### src/rtl/core/prq_pkg.sv
// Shared types and constants for the priority ready queue.
// Payload words, ring control group, status and action codes.
// No dependencies.
package prq_pkg;

   localparam int DEF_QUEUE_DEPTH = 16;
   localparam int DEF_ID_BITS     = 8;

   localparam int ID_FIELD_W  = 8;
   localparam int PRI_W       = 8;
   localparam int STATUS_W    = 2;
   localparam int OCC_W       = 5;

   localparam logic ACTION_INSERT = 1'b0;
   localparam logic ACTION_SELECT = 1'b1;

   localparam logic [STATUS_W-1:0] STATUS_OK    = 2'd0;
   localparam logic [STATUS_W-1:0] STATUS_FULL  = 2'd1;
   localparam logic [STATUS_W-1:0] STATUS_EMPTY = 2'd2;

   typedef struct packed {
      logic                  action;
      logic [ID_FIELD_W-1:0] thread_id;
      logic [PRI_W-1:0]      priority_req;
   } req_type;

   typedef struct packed {
      logic [ID_FIELD_W-1:0] selected_id;
      logic                  selected_valid;
      logic [STATUS_W-1:0]   status;
      logic [OCC_W-1:0]      occupancy;
   } rsp_type;

   // Control flags from the sequencer to the entry ring
   typedef struct packed {
      logic rd_en;
      logic wr_en;
      logic rotate;
   } ring_ctl_type;

   // Sequencer status seen by the top level
   typedef struct packed {
      logic busy;
      logic done;
   } seq_stat_type;

endpackage

### src/rtl/core/priority_ready_queue_rotate.sv
// Priority ready queue: insert a thread by priority, or take the head and rotate it to the tail.
// Insert walks the entries then writes the tail; select reads the head, writes it at the tail.
// One word at a time: the next word is taken the cycle after the result is parked.
// The insert cost is set by the one-entry-per-cycle walk over the single-write, single-read ring.
// Reset (synchronous, active high) clears count, head pointer, sequencer and rsp_valid;
// the entry store itself is not cleared and needs no clearing pass.
module priority_ready_queue_rotate
   import prq_pkg::*;
#(
   parameter int QUEUE_DEPTH = DEF_QUEUE_DEPTH,
   parameter int ID_BITS     = DEF_ID_BITS
) (
   input  logic    clock,
   input  logic    reset,
   input  logic    req_valid,
   output logic    req_stall,
   input  req_type req_data,
   output logic    rsp_valid,
   input  logic    rsp_stall,
   output rsp_type rsp_data
);

   localparam int CW = $clog2(QUEUE_DEPTH + 1);

   seq_stat_type        seq_stat;
   rsp_type             seq_rsp;
   ring_ctl_type        ring_ctl;
   logic [CW-1:0]       rd_idx, wr_idx;
   logic [ID_BITS-1:0]  wr_id, rd_id;
   logic [PRI_W-1:0]    wr_pri, rd_pri;
   logic                rsp_free;
   logic                rsp_valid_ff, rsp_valid_in;
   rsp_type             rsp_data_ff, rsp_data_in;

   // Output register parts the two sides: a finished word may sit here while
   // the sequencer already takes and works on the next request word.
   assign rsp_free  = !rsp_valid_ff || !rsp_stall;
   assign req_stall = seq_stat.busy;

   always_comb begin
      rsp_valid_in = rsp_valid_ff;
      rsp_data_in  = rsp_data_ff;
      if (seq_stat.done && rsp_free) begin
         rsp_valid_in = 1'b1;
         rsp_data_in  = seq_rsp;
      end else if (rsp_valid_ff && !rsp_stall) begin
         rsp_valid_in = 1'b0;
      end
   end

   always_ff @(posedge clock) begin
      if (reset) begin
         rsp_valid_ff <= 1'b0;
      end else begin
         rsp_valid_ff <= rsp_valid_in;
      end
      rsp_data_ff <= rsp_data_in;
   end

   assign rsp_valid = rsp_valid_ff;
   assign rsp_data  = rsp_data_ff;

   // Sequencer: count, insert walk, select rotate
   prq_seq #(
      .QUEUE_DEPTH (QUEUE_DEPTH),
      .ID_BITS     (ID_BITS)
   ) u_seq (
      .clock     (clock),
      .reset     (reset),
      .req_valid (req_valid),
      .req_data  (req_data),
      .rsp_free  (rsp_free),
      .seq_stat  (seq_stat),
      .rsp_word  (seq_rsp),
      .ring_ctl  (ring_ctl),
      .rd_idx    (rd_idx),
      .wr_idx    (wr_idx),
      .wr_id     (wr_id),
      .wr_pri    (wr_pri),
      .rd_id     (rd_id),
      .rd_pri    (rd_pri)
   );

   // Entry ring: store plus head pointer, positions relative to the head
   prq_ring #(
      .QUEUE_DEPTH (QUEUE_DEPTH),
      .ID_BITS     (ID_BITS)
   ) u_ring (
      .clock    (clock),
      .reset    (reset),
      .ring_ctl (ring_ctl),
      .rd_idx   (rd_idx),
      .wr_idx   (wr_idx),
      .wr_id    (wr_id),
      .wr_pri   (wr_pri),
      .rd_id    (rd_id),
      .rd_pri   (rd_pri)
   );

endmodule

### src/rtl/core/prq_ring.sv
// Entry ring: single-port-write, single-port-read entry store with head pointer.
// Maps logical queue positions to store addresses. Uses prq_pkg.
module prq_ring
   import prq_pkg::*;
#(
   parameter int QUEUE_DEPTH = DEF_QUEUE_DEPTH,
   parameter int ID_BITS     = DEF_ID_BITS
) (
   input  logic                                 clock,
   input  logic                                 reset,
   input  ring_ctl_type                         ring_ctl,
   input  logic [$clog2(QUEUE_DEPTH+1)-1:0]     rd_idx,
   input  logic [$clog2(QUEUE_DEPTH+1)-1:0]     wr_idx,
   input  logic [ID_BITS-1:0]                   wr_id,
   input  logic [PRI_W-1:0]                     wr_pri,
   output logic [ID_BITS-1:0]                   rd_id,
   output logic [PRI_W-1:0]                     rd_pri
);

   localparam int CW = $clog2(QUEUE_DEPTH + 1);
   localparam int PW = $clog2(QUEUE_DEPTH);
   localparam int SW = CW + 1;
   localparam int EW = ID_BITS + PRI_W;

   logic [EW-1:0] store [QUEUE_DEPTH];
   logic [EW-1:0] rd_word_ff;
   logic [PW-1:0] head_ff, head_in;
   logic [SW-1:0] rd_sum, wr_sum, rd_wrap, wr_wrap;
   logic [PW-1:0] rd_addr, wr_addr;

   // head + position, folded back once into the store range
   always_comb begin
      rd_sum  = SW'(head_ff) + SW'(rd_idx);
      wr_sum  = SW'(head_ff) + SW'(wr_idx);
      rd_wrap = (rd_sum >= SW'(QUEUE_DEPTH)) ? rd_sum - SW'(QUEUE_DEPTH) : rd_sum;
      wr_wrap = (wr_sum >= SW'(QUEUE_DEPTH)) ? wr_sum - SW'(QUEUE_DEPTH) : wr_sum;
      rd_addr = rd_wrap[PW-1:0];
      wr_addr = wr_wrap[PW-1:0];
   end

   always_comb begin
      head_in = head_ff;
      if (ring_ctl.rotate) begin
         head_in = (head_ff == PW'(QUEUE_DEPTH - 1)) ? '0 : head_ff + 1'b1;
      end
   end

   always_ff @(posedge clock) begin
      if (reset) begin
         head_ff <= '0;
      end else begin
         head_ff <= head_in;
      end
   end

   always_ff @(posedge clock) begin
      if (ring_ctl.wr_en) begin
         store[wr_addr] <= {wr_id, wr_pri};
      end
      if (ring_ctl.rd_en) begin
         rd_word_ff <= store[rd_addr];
      end
   end

   assign rd_id  = rd_word_ff[EW-1:PRI_W];
   assign rd_pri = rd_word_ff[PRI_W-1:0];

endmodule

### src/rtl/core/prq_seq.sv
// Sequencer: walks the entry ring one position per cycle with a shared priority compare.
// Keeps the entry count and builds the response word. Uses prq_pkg, drives prq_ring.
module prq_seq
   import prq_pkg::*;
#(
   parameter int QUEUE_DEPTH = DEF_QUEUE_DEPTH,
   parameter int ID_BITS     = DEF_ID_BITS
) (
   input  logic                             clock,
   input  logic                             reset,
   input  logic                             req_valid,
   input  req_type                          req_data,
   input  logic                             rsp_free,
   output seq_stat_type                     seq_stat,
   output rsp_type                          rsp_word,
   output ring_ctl_type                     ring_ctl,
   output logic [$clog2(QUEUE_DEPTH+1)-1:0] rd_idx,
   output logic [$clog2(QUEUE_DEPTH+1)-1:0] wr_idx,
   output logic [ID_BITS-1:0]               wr_id,
   output logic [PRI_W-1:0]                 wr_pri,
   input  logic [ID_BITS-1:0]               rd_id,
   input  logic [PRI_W-1:0]                 rd_pri
);

   localparam int CW = $clog2(QUEUE_DEPTH + 1);

   typedef enum logic [2:0] {
      S_IDLE,
      S_INS,
      S_SEL_RD,
      S_SEL_WR,
      S_DONE
   } state_type;

   state_type              state_ff, state_in;
   logic [CW-1:0]          count_ff, count_in;
   logic [CW-1:0]          rd_idx_ff, rd_idx_in;
   logic [CW-1:0]          wr_idx_ff, wr_idx_in;
   logic                   pend_ff, pend_in;
   logic                   placed_ff, placed_in;
   logic [ID_BITS-1:0]     new_id_ff, new_id_in;
   logic [PRI_W-1:0]       new_pri_ff, new_pri_in;
   logic [ID_BITS-1:0]     carry_id_ff, carry_id_in;
   logic [PRI_W-1:0]       carry_pri_ff, carry_pri_in;
   logic [ID_FIELD_W-1:0]  res_id_ff, res_id_in;
   logic                   res_valid_ff, res_valid_in;
   logic [STATUS_W-1:0]    res_status_ff, res_status_in;
   logic                   cmp_less;

   // the one shared compare: new priority strictly below the stored one
   assign cmp_less = new_pri_ff < rd_pri;

   always_comb begin
      state_in      = state_ff;
      count_in      = count_ff;
      rd_idx_in     = rd_idx_ff;
      wr_idx_in     = wr_idx_ff;
      pend_in       = pend_ff;
      placed_in     = placed_ff;
      new_id_in     = new_id_ff;
      new_pri_in    = new_pri_ff;
      carry_id_in   = carry_id_ff;
      carry_pri_in  = carry_pri_ff;
      res_id_in     = res_id_ff;
      res_valid_in  = res_valid_ff;
      res_status_in = res_status_ff;
      ring_ctl      = '0;
      rd_idx        = rd_idx_ff;
      wr_idx        = wr_idx_ff;
      wr_id         = new_id_ff;
      wr_pri        = new_pri_ff;

      case (state_ff)
         S_IDLE: begin
            if (req_valid) begin
               new_id_in     = ID_BITS'(req_data.thread_id);
               new_pri_in    = req_data.priority_req;
               rd_idx_in     = '0;
               pend_in       = 1'b0;
               placed_in     = 1'b0;
               res_id_in     = '0;
               res_valid_in  = 1'b0;
               res_status_in = STATUS_OK;
               if (req_data.action == ACTION_INSERT) begin
                  if (count_ff == CW'(QUEUE_DEPTH)) begin
                     res_status_in = STATUS_FULL;
                     state_in      = S_DONE;
                  end else begin
                     state_in = S_INS;
                  end
               end else begin
                  if (count_ff == '0) begin
                     res_status_in = STATUS_EMPTY;
                     state_in      = S_DONE;
                  end else begin
                     state_in = S_SEL_RD;
                  end
               end
            end
         end

         S_INS: begin
            // retire the entry read last cycle: place the new one or push the carry on
            if (pend_ff) begin
               if (placed_ff) begin
                  ring_ctl.wr_en = 1'b1;
                  wr_idx         = wr_idx_ff;
                  wr_id          = carry_id_ff;
                  wr_pri         = carry_pri_ff;
                  carry_id_in    = rd_id;
                  carry_pri_in   = rd_pri;
               end else if (cmp_less) begin
                  ring_ctl.wr_en = 1'b1;
                  wr_idx         = wr_idx_ff;
                  carry_id_in    = rd_id;
                  carry_pri_in   = rd_pri;
                  placed_in      = 1'b1;
               end
            end
            if (rd_idx_ff < count_ff) begin
               ring_ctl.rd_en = 1'b1;
               rd_idx         = rd_idx_ff;
               wr_idx_in      = rd_idx_ff;
               rd_idx_in      = CW'(rd_idx_ff + 1'b1);
               pend_in        = 1'b1;
            end else begin
               pend_in = 1'b0;
               if (!pend_ff) begin
                  // tail write: carried entry, or the new one if nothing was greater
                  ring_ctl.wr_en = 1'b1;
                  wr_idx         = count_ff;
                  wr_id          = placed_ff ? carry_id_ff : new_id_ff;
                  wr_pri         = placed_ff ? carry_pri_ff : new_pri_ff;
                  count_in       = CW'(count_ff + 1'b1);
                  state_in       = S_DONE;
               end
            end
         end

         S_SEL_RD: begin
            ring_ctl.rd_en = 1'b1;
            rd_idx         = '0;
            state_in       = S_SEL_WR;
         end

         S_SEL_WR: begin
            // head goes to the tail slot, then the head pointer steps on
            ring_ctl.wr_en  = 1'b1;
            ring_ctl.rotate = 1'b1;
            wr_idx          = count_ff;
            wr_id           = rd_id;
            wr_pri          = rd_pri;
            res_id_in       = ID_FIELD_W'(rd_id);
            res_valid_in    = 1'b1;
            res_status_in   = STATUS_OK;
            state_in        = S_DONE;
         end

         S_DONE: begin
            if (rsp_free) begin
               state_in = S_IDLE;
            end
         end

         default: begin
            state_in = S_IDLE;
         end
      endcase
   end

   always_ff @(posedge clock) begin
      if (reset) begin
         state_ff  <= S_IDLE;
         count_ff  <= '0;
         pend_ff   <= 1'b0;
         placed_ff <= 1'b0;
         rd_idx_ff <= '0;
      end else begin
         state_ff  <= state_in;
         count_ff  <= count_in;
         pend_ff   <= pend_in;
         placed_ff <= placed_in;
         rd_idx_ff <= rd_idx_in;
      end
      wr_idx_ff     <= wr_idx_in;
      new_id_ff     <= new_id_in;
      new_pri_ff    <= new_pri_in;
      carry_id_ff   <= carry_id_in;
      carry_pri_ff  <= carry_pri_in;
      res_id_ff     <= res_id_in;
      res_valid_ff  <= res_valid_in;
      res_status_ff <= res_status_in;
   end

   assign seq_stat.busy = (state_ff != S_IDLE);
   assign seq_stat.done = (state_ff == S_DONE);

   assign rsp_word.selected_id    = res_id_ff;
   assign rsp_word.selected_valid = res_valid_ff;
   assign rsp_word.status         = res_status_ff;
   assign rsp_word.occupancy      = OCC_W'(count_ff);

   a_count_range: assert property (@(posedge clock) disable iff (reset)
      count_ff <= CW'(QUEUE_DEPTH))
      else $error("entry count above queue depth");

   a_walk_bound: assert property (@(posedge clock) disable iff (reset)
      (state_ff == S_INS) |-> (rd_idx_ff <= count_ff))
      else $error("insert walk ran past the tail");

   a_insert_grows: assert property (@(posedge clock) disable iff (reset)
      (state_ff == S_INS && state_in == S_DONE) |=> (count_ff == CW'($past(count_ff) + 1'b1)))
      else $error("insert completed without growing the queue");

   a_select_ok: assert property (@(posedge clock) disable iff (reset)
      (state_ff == S_DONE && res_valid_ff) |-> (res_status_ff == STATUS_OK && count_ff != '0))
      else $error("selected word with bad status or empty queue");

endmodule
### config.mk
export PLATFORM = sky130hd
export DESIGN_NAME = priority_ready_queue_rotate
export DESIGN_NICKNAME = d
export VERILOG_FILES = /design/src/rtl/core/prq_pkg.sv /design/src/rtl/core/priority_ready_queue_rotate.sv /design/src/rtl/core/prq_ring.sv /design/src/rtl/core/prq_seq.sv
export SDC_FILE = /design/constraint.sdc
export NUM_CORES = 1
export LEC_CHECK = 0
export BUFFER_PORTS_ARGS = -buffer_cell sky130_fd_sc_hd__buf_2
export CAP_MARGIN = 40
export CORE_UTILIZATION = 50
export DETAILED_ROUTE_END_ITERATION = 8
export GPL_ROUTABILITY_DRIVEN = 1
export PLACE_DENSITY = 0.73
export SYNTH_ARGS = -nofsm -noshare
export SYNTH_HDL_FRONTEND = slang
export SYNTH_SLANG_ARGS = --single-unit
export TNS_END_PERCENT = 5
### constraint.sdc
create_clock -name clock -period 4.8 [get_ports clock]
set_clock_uncertainty 0.15 [all_clocks]
set_input_delay 0.24 -clock clock [delete_from_list [all_inputs] [get_ports clock]]
set_output_delay 0.24 -clock clock [all_outputs]
set_load 0.01 [all_outputs]
== After elaboration in Yosys (flattened, before gate mapping) ==
Memories as Yosys holds them, arrays and structs flattened. A register that Yosys moved wholly into a read port is not among the register bits.
Index checks and enable logic that the tools add are counted.
Operators by class
  $mul: 0
  magnitude comparators: 4
  shifts and indexed selects: 0
  bitwise gates (word level): 2
  reduce and logical (&&, ||, !) cells: 21
  equal/unequal tests: 12
  mux-type cells: 57
  div/mod/pow operators: 0
  add/subtract/negate cells: 7
Operator list (count)
  8-bit two-way mux: 13
  8-bit one-hot mux with 2 select lines: 3
  5-bit two-way mux: 5
  3-bit two-way mux: 7
  5-bit one-hot mux with 2 select lines: 2
  3-bit one-hot mux with 5 select lines: 1
  1-bit two-way mux: 14
  4-bit by 5-bit adder with 6-bit output: 2
  6-bit by 5-bit greater-or-equal comparator with 1-bit output (second input constant): 2
  4-bit two-way mux: 3
  3-bit AND reduction: 4
  5-bit by 1-bit adder with 5-bit output (second input constant): 2
  1-bit one-hot mux with 2 select lines: 5
  8-bit < comparator: 1
  2-bit AND reduction: 4
  2-bit nonzero test: 4
  4-bit by 1-bit subtractor with 4-bit output (second input constant): 2
  3-bit by 2-bit == test with 1-bit output (second input constant): 2
  2-bit two-way mux: 3
  2-bit by 1-bit inequality test with 1-bit output (second input constant): 3
  2-bit inequality test (second input constant): 3
  5-bit == test (second input constant): 1
  5-bit logical NOT: 1
  5-bit < comparator: 1
  12 further kinds: 15
Storage, ports and cells
  bits in writable memories: 256
  output and inout port bits: 18
  bits of input ports: 21
  bits in latches: 0
  memories: 1
  bits in registers: 84
  memory bits (read-only): 0
Memory list
  u_ring.store: words 16, bits a word 16, rd ports 1, clocked after memory_dff 1, write ports 1, RTL line prq_ring.sv:25  | logic [EW-1:0] store [QUEUE_DEPTH];

== Depth between registers and ports, before layout ==
Gate-level depths: netlist of run 1.
  depth after elaboration: 9
  depth in mapped cells: 14

== By module ==
A second synthesis of run 1 with hierarchy kept.
Unflattened totals
  cells, all modules: 810
  area, all modules: 14581.5 um^2
Modules (own cells, without submodules)
  prq_ring: seq. area each 8247.9 um^2, area each 10993.0 um^2, instances 1, cells each 524
  prq_seq: seq. area each 1741.7 um^2, area each 3069.2 um^2, instances 1, cells each 265
  priority_ready_queue_rotate: seq. area each 500.5 um^2, area each 519.2 um^2, instances 1, cells each 21

== Worst setup path after synthesis of run 1 ==
No wires, ideal clock.
  kind: reg2reg
  start point: register u_seq.count_ff[3]
  end point: memory u_ring.store[12][0] in the netlist's numbering, enable pin
  setup time: 0.388 ns
  clock period less this slack: 3.969 ns
  path slack: 0.831 ns
  stages on the path, launching flop included: 15
  required time: 4.262 ns
  arrival time: 3.430 ns
  cells stage by stage: dfxtp_1 inv_1 ha_1 a21o_1 a211oi_1 o21ai_1 nand2_2 nor2_1 a21o_2 ha_1 a21o_1 a21oi_1 xnor2_1 xor2_2 nor2_1
Between the ends
  longest elaborated chain between the ends: 6
RTL lines
  start, declared: RTL line prq_seq.sv:36  | logic [CW-1:0] count_ff, count_in;
  start signal, assigned: RTL line prq_seq.sv:180  | count_ff <= count_in;
  5-bit < comparator or 5-bit two-way mux (tied branches): RTL line prq_seq.sv:120, prq_seq.sv:128
  5-bit two-way mux: RTL line prq_seq.sv:120  | if (rd_idx_ff < count_ff) begin
  5-bit one-hot mux with 2 select lines: RTL line prq_seq.sv:73  | case (state_ff)
  4-bit by 5-bit adder with 6-bit output: RTL line prq_ring.sv:34  | wr_sum = SW'(head_ff) + SW'(wr_idx);
  6-bit by 5-bit greater-or-equal comparator with 1-bit output or 4-bit by 1-bit subtractor with 4-bit output (tied branches): RTL line prq_ring.sv:36  | wr_wrap = (wr_sum >= SW'(QUEUE_DEPTH)) ? wr_sum - SW'(QUEUE_DEPTH) : wr_sum;
  4-bit two-way mux: RTL line prq_ring.sv:36
  end, declared: RTL line prq_ring.sv:25
Parallel ways exist; a longest one is shown, timed or not.

== Worst setup path after layout of run 1 ==
  start point: register u_seq.count_ff[3]
  end point: memory u_ring.store[14][10] in the netlist's numbering, enable pin
Same word-level chain as after synthesis.

==> results of run 1 <==
sequential cells by signal, summed over array words and instances (netlist names), 8 cells and up:
signal / cells
u_seq.carry_id_ff: 8
u_seq.new_pri_ff: 8
u_seq.new_id_ff: 8
u_ring.store: 256
rsp_data: 16
u_seq.carry_pri_ff: 8
u_seq.res_id_ff: 8
u_ring.rd_word_ff: 16
cells in the final DEF (no fill, tap or decap), types with 4 or more instances in the layout:
cell / n
a211oi_1: 17
a21oi_1: 19
a21oi_2: 11
a31oi_1: 18
and2_1: 17
and3_1: 9
buf_2: 38
buf_4: 32
buf_6: 10
buf_8: 7
clkbuf_1: 5
clkbuf_16: 38
clkinv_1: 8
clkinv_2: 4
dfxtp_1: 20
dlygate4sd3_1: 21
edfxtp_1: 335
ha_1: 20
inv_1: 22
mux4_2: 64
nand2_1: 53
nand4_1: 4
nor2_1: 22
nor2_2: 16
o211ai_1: 9
o21ai_0: 6
o22ai_1: 32
xnor2_1: 6
xor2_1: 6
power by group:
| group | leakage (nW) | internal, W | switching, W |
|---|---|---|---|
| clock network | 0.571 | 0.00164 | 0.00115 |
| logic | 1.85 | 0.000161 | 0.000314 |
| registers | 3.23 | 0.00353 | 0.0000396 |
metal layers:
| layer | up-vias | GRT usage |
|---|---|---|
| li1 | 3412 | - |
| met1 | 3960 | 0.3269 |
| met2 | 432 | 0.3538 |
| met3 | 87 | 0.03774 |
| met4 | 0 | 0.1238 |
| met5 | - | 0 |
cell usage after synthesis (10+ instances only):
| cell type | number | area [µm²] |
|---|---|---|
| clkbuf_1 | 16 | 60.06 |
| and2_1 | 17 | 106.4 |
| ha_1 | 21 | 262.8 |
| inv_1 | 22 | 82.58 |
| nand2_1 | 53 | 198.9 |
| dfxtp_1 | 20 | 400.4 |
| a31oi_1 | 18 | 112.6 |
| mux4_2 | 64 | 1441 |
| edfxtp_1 | 335 | 10060 |
| buf_2 | 10 | 50.05 |
| o22ai_1 | 32 | 200.2 |
| a211oi_1 | 17 | 127.6 |
| a21oi_1 | 29 | 145.1 |
| nor2_1 | 38 | 142.6 |
per-stage QoR:
step,instance area [µm²],setup slack [ns],std cells,util
6_report,16730,0.2899,1313,0.5991
5_1_grt,16730,0.02970,1313,0.5991
4_1_cts,16720,0.2813,1312,0.5985
2_1_floorplan,14310,0.8314,800,-
3_5_place_dp,15320,0.3418,1226,0.5486
3_3_place_gp,15120,0.4527,1210,0.5413
area by class of cell:
class	instances	area (µm²)	area share
flip-flops and latches	355	10460	0.6250
multi-input cells	383	3652	0.2182
clock buffers	45	997.2	0.05959
repair buffers	109	878.3	0.05249
well taps	378	473.0	0.02826
clock inverters	20	187.7	0.01121
inverters	23	86.33	0.005159
cells by family after synthesis:
| kind of cell | synth area share |
|---|---|
| compound gates | 0.05910 |
| xor+xnor | 0.01311 |
| fa+ha+maj | 0.02116 |
| buf+inv | 0.02229 |
| flops | 0.7308 |
| mux | 0.1030 |
| simple gates | 0.05053 |
timing repair:
| item | 4_1_cts | 5_1_grt |
|---|---|---|
| endpoints found under the hold margin | 34 | 0 |
| hold buffers | 21 | 0 |
| buffers inserted | 0 | 0 |
worst max path at each step:
stage               slack, ns  depth (start not counted)                              to
floorplan                0.83                         14   u_ring.store[12][0]$_DFFE_PP_
global placement         0.45                         14  u_ring.store[10][10]$_DFFE_PP_
detailed placement       0.34                         14   u_ring.store[14][4]$_DFFE_PP_
CTS                      0.28                         14    u_ring.store[8][1]$_DFFE_PP_
global route             0.03                         14  u_ring.store[14][15]$_DFFE_PP_
finish                   0.29                         14  u_ring.store[14][10]$_DFFE_PP_
==> summary.md, run 1 <==
| Metric | Value |
|---|---|
| Final Cycle Share | `0.9396` |
| Die Y | `171.2 µm` |
| Max Cap Viol | `0` |
| Syn Nets | `844` |
| Fmax | `221.7 MHz` |
| Die ar. | `0.02931 mm²` |
| Post-route DRC | `0` |
| Critical path type | `flop to flop` |
| Critical path peak fanout | `16` |
| Total power draw | `0.006834 W` |
| Peak VDD IR | `333.6 µV` |
| Hold Crit Class | `flop to flop` |
| Placer congestion estimate | `0.9230` |
| Worst-skew pair later-pin latency | `0.53 ns` |
| Post-route minimum period | `4.510 ns` |
| Overflow after GRT | `0` |
| Cell variety after synth | `60` |
| Avg WL per Cell | `24.66 µm` |
| Reg2Reg Launch Point | `u_seq.count_ff[3]$_SDFFE_PP0P_` |
| #FFs+latches synth | `355` |
| Num CTS Buffers | `37` |
| Status | `complete, no violations` |
| Synth Cell Area | `0.01431 mm²` |
| Worst Setup SP | `u_seq.count_ff[3]$_SDFFE_PP0P_` |
| Clk slew on worst S/H paths | `0.06 ns` |
| Vias/cell | `6.010` |
| First-pass GRT wire length | `49060 µm` |
| Cell family with most CP delay | `simple AND/OR/NAND/NOR gates` |
| Fillers | `2026` |
| TritonCTS clock tree | `done` |
| Sequential fraction of the synthesis area | `0.7308` |
| Diode count | `0` |
| Ys async rst share | `0` |
| Max-Slew Margin vs Limit | `0.3830` |
| Hold depth | `0` |
| EDFF count, synth | `335` |
| Routed wire length | `32390 µm` |
| GRT Total Usage | `0.2330` |
| CP max stage cell | `nor2_2` |
| Initial drt markers | `831` |
| Pwr dens | `408.4 mW/mm²` |
| Syn avg cell area | `17.89 µm²` |
| CP max stage delay | `0.68 ns` |
| DRT antenna net count | `0` |
| Layout area overhead | `16.92%` |
| Wl on met1 | `13180 µm` |
| Final hold slack | `0.2676 ns` |
| Core Area | `0.02793 mm²` |
| Post-cts resize count | `0` |
| CP arrival | `4.52 ns` |
| Hold EP | `rsp_data[13]$_DFFE_PP_` |
| Largest net degree at the start of global routing | `30` |
| Starting Density | `0.5124` |
| Max clock buf depth | `3` |
| Max Used Layer | `met4` |
| # IOs | `39` |
| Root Buffer | `clkbuf_16` |
| Syn Inst Count | `800` |
| PortBufs | `38` |
| Main flop type after synthesis | `edfxtp_1` |
| R2R setup slack | `0.29 ns` |
| FP Rows | `61` |
| RSZ-0062 raised after global routing | `no` |
| Leakage | `5.653 nW` |
| Final Max Slew Viols | `0` |
| Worst Path Buf+Inv | `2` |
| Startpoint types | `flop` |
| H-tree levels | `2` |
| Share of post-route cells with drive strength above 1 | `0.2674` |
| Vias | `7891` |
| Actual slew at the worst max-slew pin | `0.9255 ns` |
| Nets | `953` |
| Met3 Wirelength | `2781 µm` |
| First drt pass iteration count | `5` |
| Final HPWL DP | `21320 µm` |
| Syn. warnings | `0` |
| Worst R2R End | `u_ring.store[14][10]$_DFFE_PP_` |
| Vias in the first global route | `7879` |
| Num Clock Sinks | `355` |
| Critical-path cell list | `inv_1 > ha_1 > a21o_1 > a211oi_1 > o21ai_1 > nand2_2 > nand2_1 > o21ai_0 > ha_1 > inv_1 > fa_1 > nor4b_2 > o211ai_1 > nor2_2` |
| Reg2Reg Depth | `14` |
| Met2 WL | `14720 µm` |
| Die Wd | `171.2 µm` |
| CP required | `4.81 ns` |
| Initial antenna violation count | `0` |
| Post-Route Setup TNS | `0 ns` |
| Hold path start | `u_seq.res_id_ff[5]$_SDFFCE_PN0P_` |
| Count of final setup violators | `0` |
| Fin. Hold Viols | `0` |
| CP Capture Type | `flop` |
Power figures use the tool's default switching activity.
==> run 2, diff against run 1 <==
Settings changed: CELL_PAD_IN_SITES_DETAIL_PLACEMENT set to 2, CELL_PAD_IN_SITES_GLOBAL_PLACEMENT set to 2, CORE_UTILIZATION 50 to 48, PLACE_DENSITY 0.73 to 0.86.
Clock period 4.8 ns to 5.1 ns, I/O delays scaled along.
==> run 2 against run 1 <==
- the flow now finishes with violations (setup timing)
- clock-buffer cell count rose by 7
- utilization fell by 2.0 points
- sequential power fell by 5%
- cell count rose by 0.38%
- sequential cell count did not move
- first-iteration DRC count rose by 68%
- clock power rose by 4%
- hold slack got worse by 0.011 ns
- die area rose by 4.1%
- global-route usage rose by 15 points
- critical endpoint is now u_ring.store[11][5]$_DFFE_PP_
- largest cell class unchanged
==> summary.md, run 2 (synthesis gave the netlist of run 1 again) <==
| Metric | Value |
|---|---|
| Status | `finished, violations left` |
| Failing checks | `setup timing` |
| GRT Total Usage | `0.3867 (+0.1537)` |
| DRT antenna net count | `0 (unchanged)` |
| Commonest non-fill, non-tap cell in the layout | `edfxtp_1` |
| Final Cycle Share | `1.010 (+0.07068)` |
| Critical path peak fanout | `9 (-7)` |
| Final HPWL DP | `30980 µm (+45%)` |
| CP required | `5.19 ns (+0.38 ns)` |
| CP max stage delay | `0.67 ns (about the same)` |
| Count of final setup violators | `9 (+9)` |
| Worst Path Buf+Inv | `2 (unchanged)` |
| Post-route minimum period | `5.152 ns (+0.6423 ns)` |
| Setup WS post-layout | `-0.05239 ns (-0.3423 ns)` |
| Clk slew on worst S/H paths | `0.07 ns (about the same)` |
| Critical path type | `flop to flop` |
| Top reg by flops | `u_ring.store` |
| Fmax | `194.1 MHz (-12%)` |
| Worst-skew pair later-pin latency | `0.57 ns (+0.04 ns)` |
| Max clock buf depth | `3 (unchanged)` |
| Final Max Slew Viols | `0 (unchanged)` |
| Overflow after GRT | `0 (unchanged)` |
| Final Cell Area | `0.01679 mm² (+0.31%)` |
| First-pass GRT wire length | `80160 µm (+63%)` |
| Final hold slack | `0.2568 ns (-0.01087 ns)` |
| Pwr dens | `405.4 mW/mm² (-0.72%)` |
| Root Buffer | `clkbuf_16` |
| Critical-path cell list | `inv_1 > ha_1 > a21o_1 > a211oi_2 > o21ai_1 > nand2_2 > nor2_1 > a21o_2 > ha_1 > a21o_1 > a21oi_1 > xnor2_2 > xor2_4 > nor2_4 > buf_6` |
| CP Capture Type | `flop` |
| Leakage | `5.660 nW (+0.13%)` |
| CP arrival | `5.24 ns (+0.72 ns)` |
| Startpoint types | `flop` |
| Core Area | `0.02901 mm² (+3.9%)` |
| H-tree levels | `2 (unchanged)` |
| Hold Crit Class | `input pin to flop` |
| Fin. Hold Viols | `0 (unchanged)` |
| Layout area overhead | `17.29%` |
| # IOs | `39 (unchanged)` |
| Starting Density | `0.4933 (-0.01905)` |
| Die Y | `174.7 µm (+2.0%)` |
| Routed wire length | `59770 µm (+85%)` |
| PortBufs | `38 (unchanged)` |
| FP Rows | `62 (+1.6%)` |
| First drt pass iteration count | `5 (unchanged)` |
| Post-route DRC | `0 (unchanged)` |
| Placer congestion estimate | `0.8205 (-11%)` |
| Die ar. | `0.03051 mm² (+4.1%)` |
| Vias in the first global route | `9676 (+23%)` |
| Most frequent cells in the layout | `335 x edfxtp_1, 64 x mux4_2, 53 x nand2_1` |
| Die Wd | `174.7 µm (+2.0%)` |
| Initial drt markers | `1394 (+68%)` |
| Initial antenna violation count | `4 (+4)` |
| Share of post-route cells with drive strength above 1 | `0.2527 (-0.01470)` |
| Nets | `949 (-0.42%)` |
| Avg WL per Cell | `45.35 µm (+84%)` |
| TritonCTS clock tree | `done` |
| Num CTS Buffers | `38 (+2.7%)` |
| Max-Slew Margin vs Limit | `0.3951 (+0.01212)` |
| Max Cap Viol | `0 (unchanged)` |
| CP max stage cell | `xnor2_2` |
| Vias | `9518 (+21%)` |
| Largest register FFs | `256 (unchanged)` |
| Peak VDD IR | `370.7 µV (+11%)` |
| Num Clock Sinks | `355 (unchanged)` |
| Placed Instance Area | `0.01527 mm² (-0.33%)` |
| Actual slew at the worst max-slew pin | `0.9061 ns (-0.01942 ns)` |
| Diode count | `0 (unchanged)` |
| Largest net degree at the start of global routing | `65 (+120%)` |
| Cell family with most CP delay | `compound AO/OA/AOI/OAI gates` |
| Vias/cell | `7.222 (+20%)` |
## run 2: timing repair
item / CTS / global route
hold buffers: 20 / 0
gates resized for setup: 0 / 15
setup buffers: 0 / 2
setup endpoints to repair: 0 / 256
endpoints found under the hold margin: 22 / 0
## run 2: final timing paths
path / from / end / slack (ns) / cells after the start
worst max-delay path: u_seq.count_ff[3]$_SDFFE_PP0P_ / u_ring.store[11][5]$_DFFE_PP_ / -0.05 / 15
worst min-delay path: req_data[5] / u_seq.new_pri_ff[5]$_DFFE_PP_ / 0.26 / 2
worst max register to register: u_seq.count_ff[3]$_SDFFE_PP0P_ / u_ring.store[11][5]$_DFFE_PP_ / -0.05 / 15
worst min register to register: u_seq.res_id_ff[0]$_SDFFCE_PN0P_ / rsp_data[8]$_DFFE_PP_ / 0.27 / 0
## run 2: cell type report
cell class	instances	area, µm²
Fill cell	2406	12230
Sequential cell	355	10460
Multi-Input combinational cell	383	3704
Clock buffer	52	1055
Timing Repair Buffer	104	875.8
Tap cell	384	480.5
Clock inverter	17	126.4
Inverter	23	86.33
## run 2: metal layers
| layer | part of all wire | GRT usage | up-vias |
|---|---|---|---|
| met5 | 0.0011 | 0 | - |
| met4 | 0.070 | 0.2083 | 8 |
| met3 | 0.089 | 0.07050 | 269 |
| met2 | 0.48 | 0.6392 | 857 |
| met1 | 0.36 | 0.4867 | 4975 |
| li1 | - | - | 3409 |
## run 2: where the power goes
| part | internal (W) | switching, W | total [W] |
|---|---|---|---|
| Combinational | 0.000150 | 0.000378 | 0.000528 |
| Clock | 0.00155 | 0.00134 | 0.00290 |
| Sequential | 0.00332 | 0.0000634 | 0.00338 |
## run 2: worst reg2reg max path: cells and delay by family, from the launching register on
kind | cells | cell delay (ns)
AOI/OAI and AO/OA | 6 | 1.18
xor gates and xnor gates | 2 | 1.05
adders and majority gates | 2 | 0.64
buffers and inverters | 2 | 0.42
DFF | 1 | 0.47
and+or+nand+nor | 3 | 0.88
## run 2: per-stage QoR
stage	TNS, ns	utilization	cells	total power (W)	worst slack, ns
2_1_floorplan	0	-	800	0.003635	1.131
6_report	-0.4249	0.5786	1318	0.006806	-0.05239
5_1_grt	-0.3897	0.5786	1318	0.006878	-0.04811
4_1_cts	0	0.5741	1315	0.006658	0.1237
3_3_place_gp	0	0.5214	1212	0.003771	0.7698
3_5_place_dp	0	0.5265	1226	0.003866	0.4222
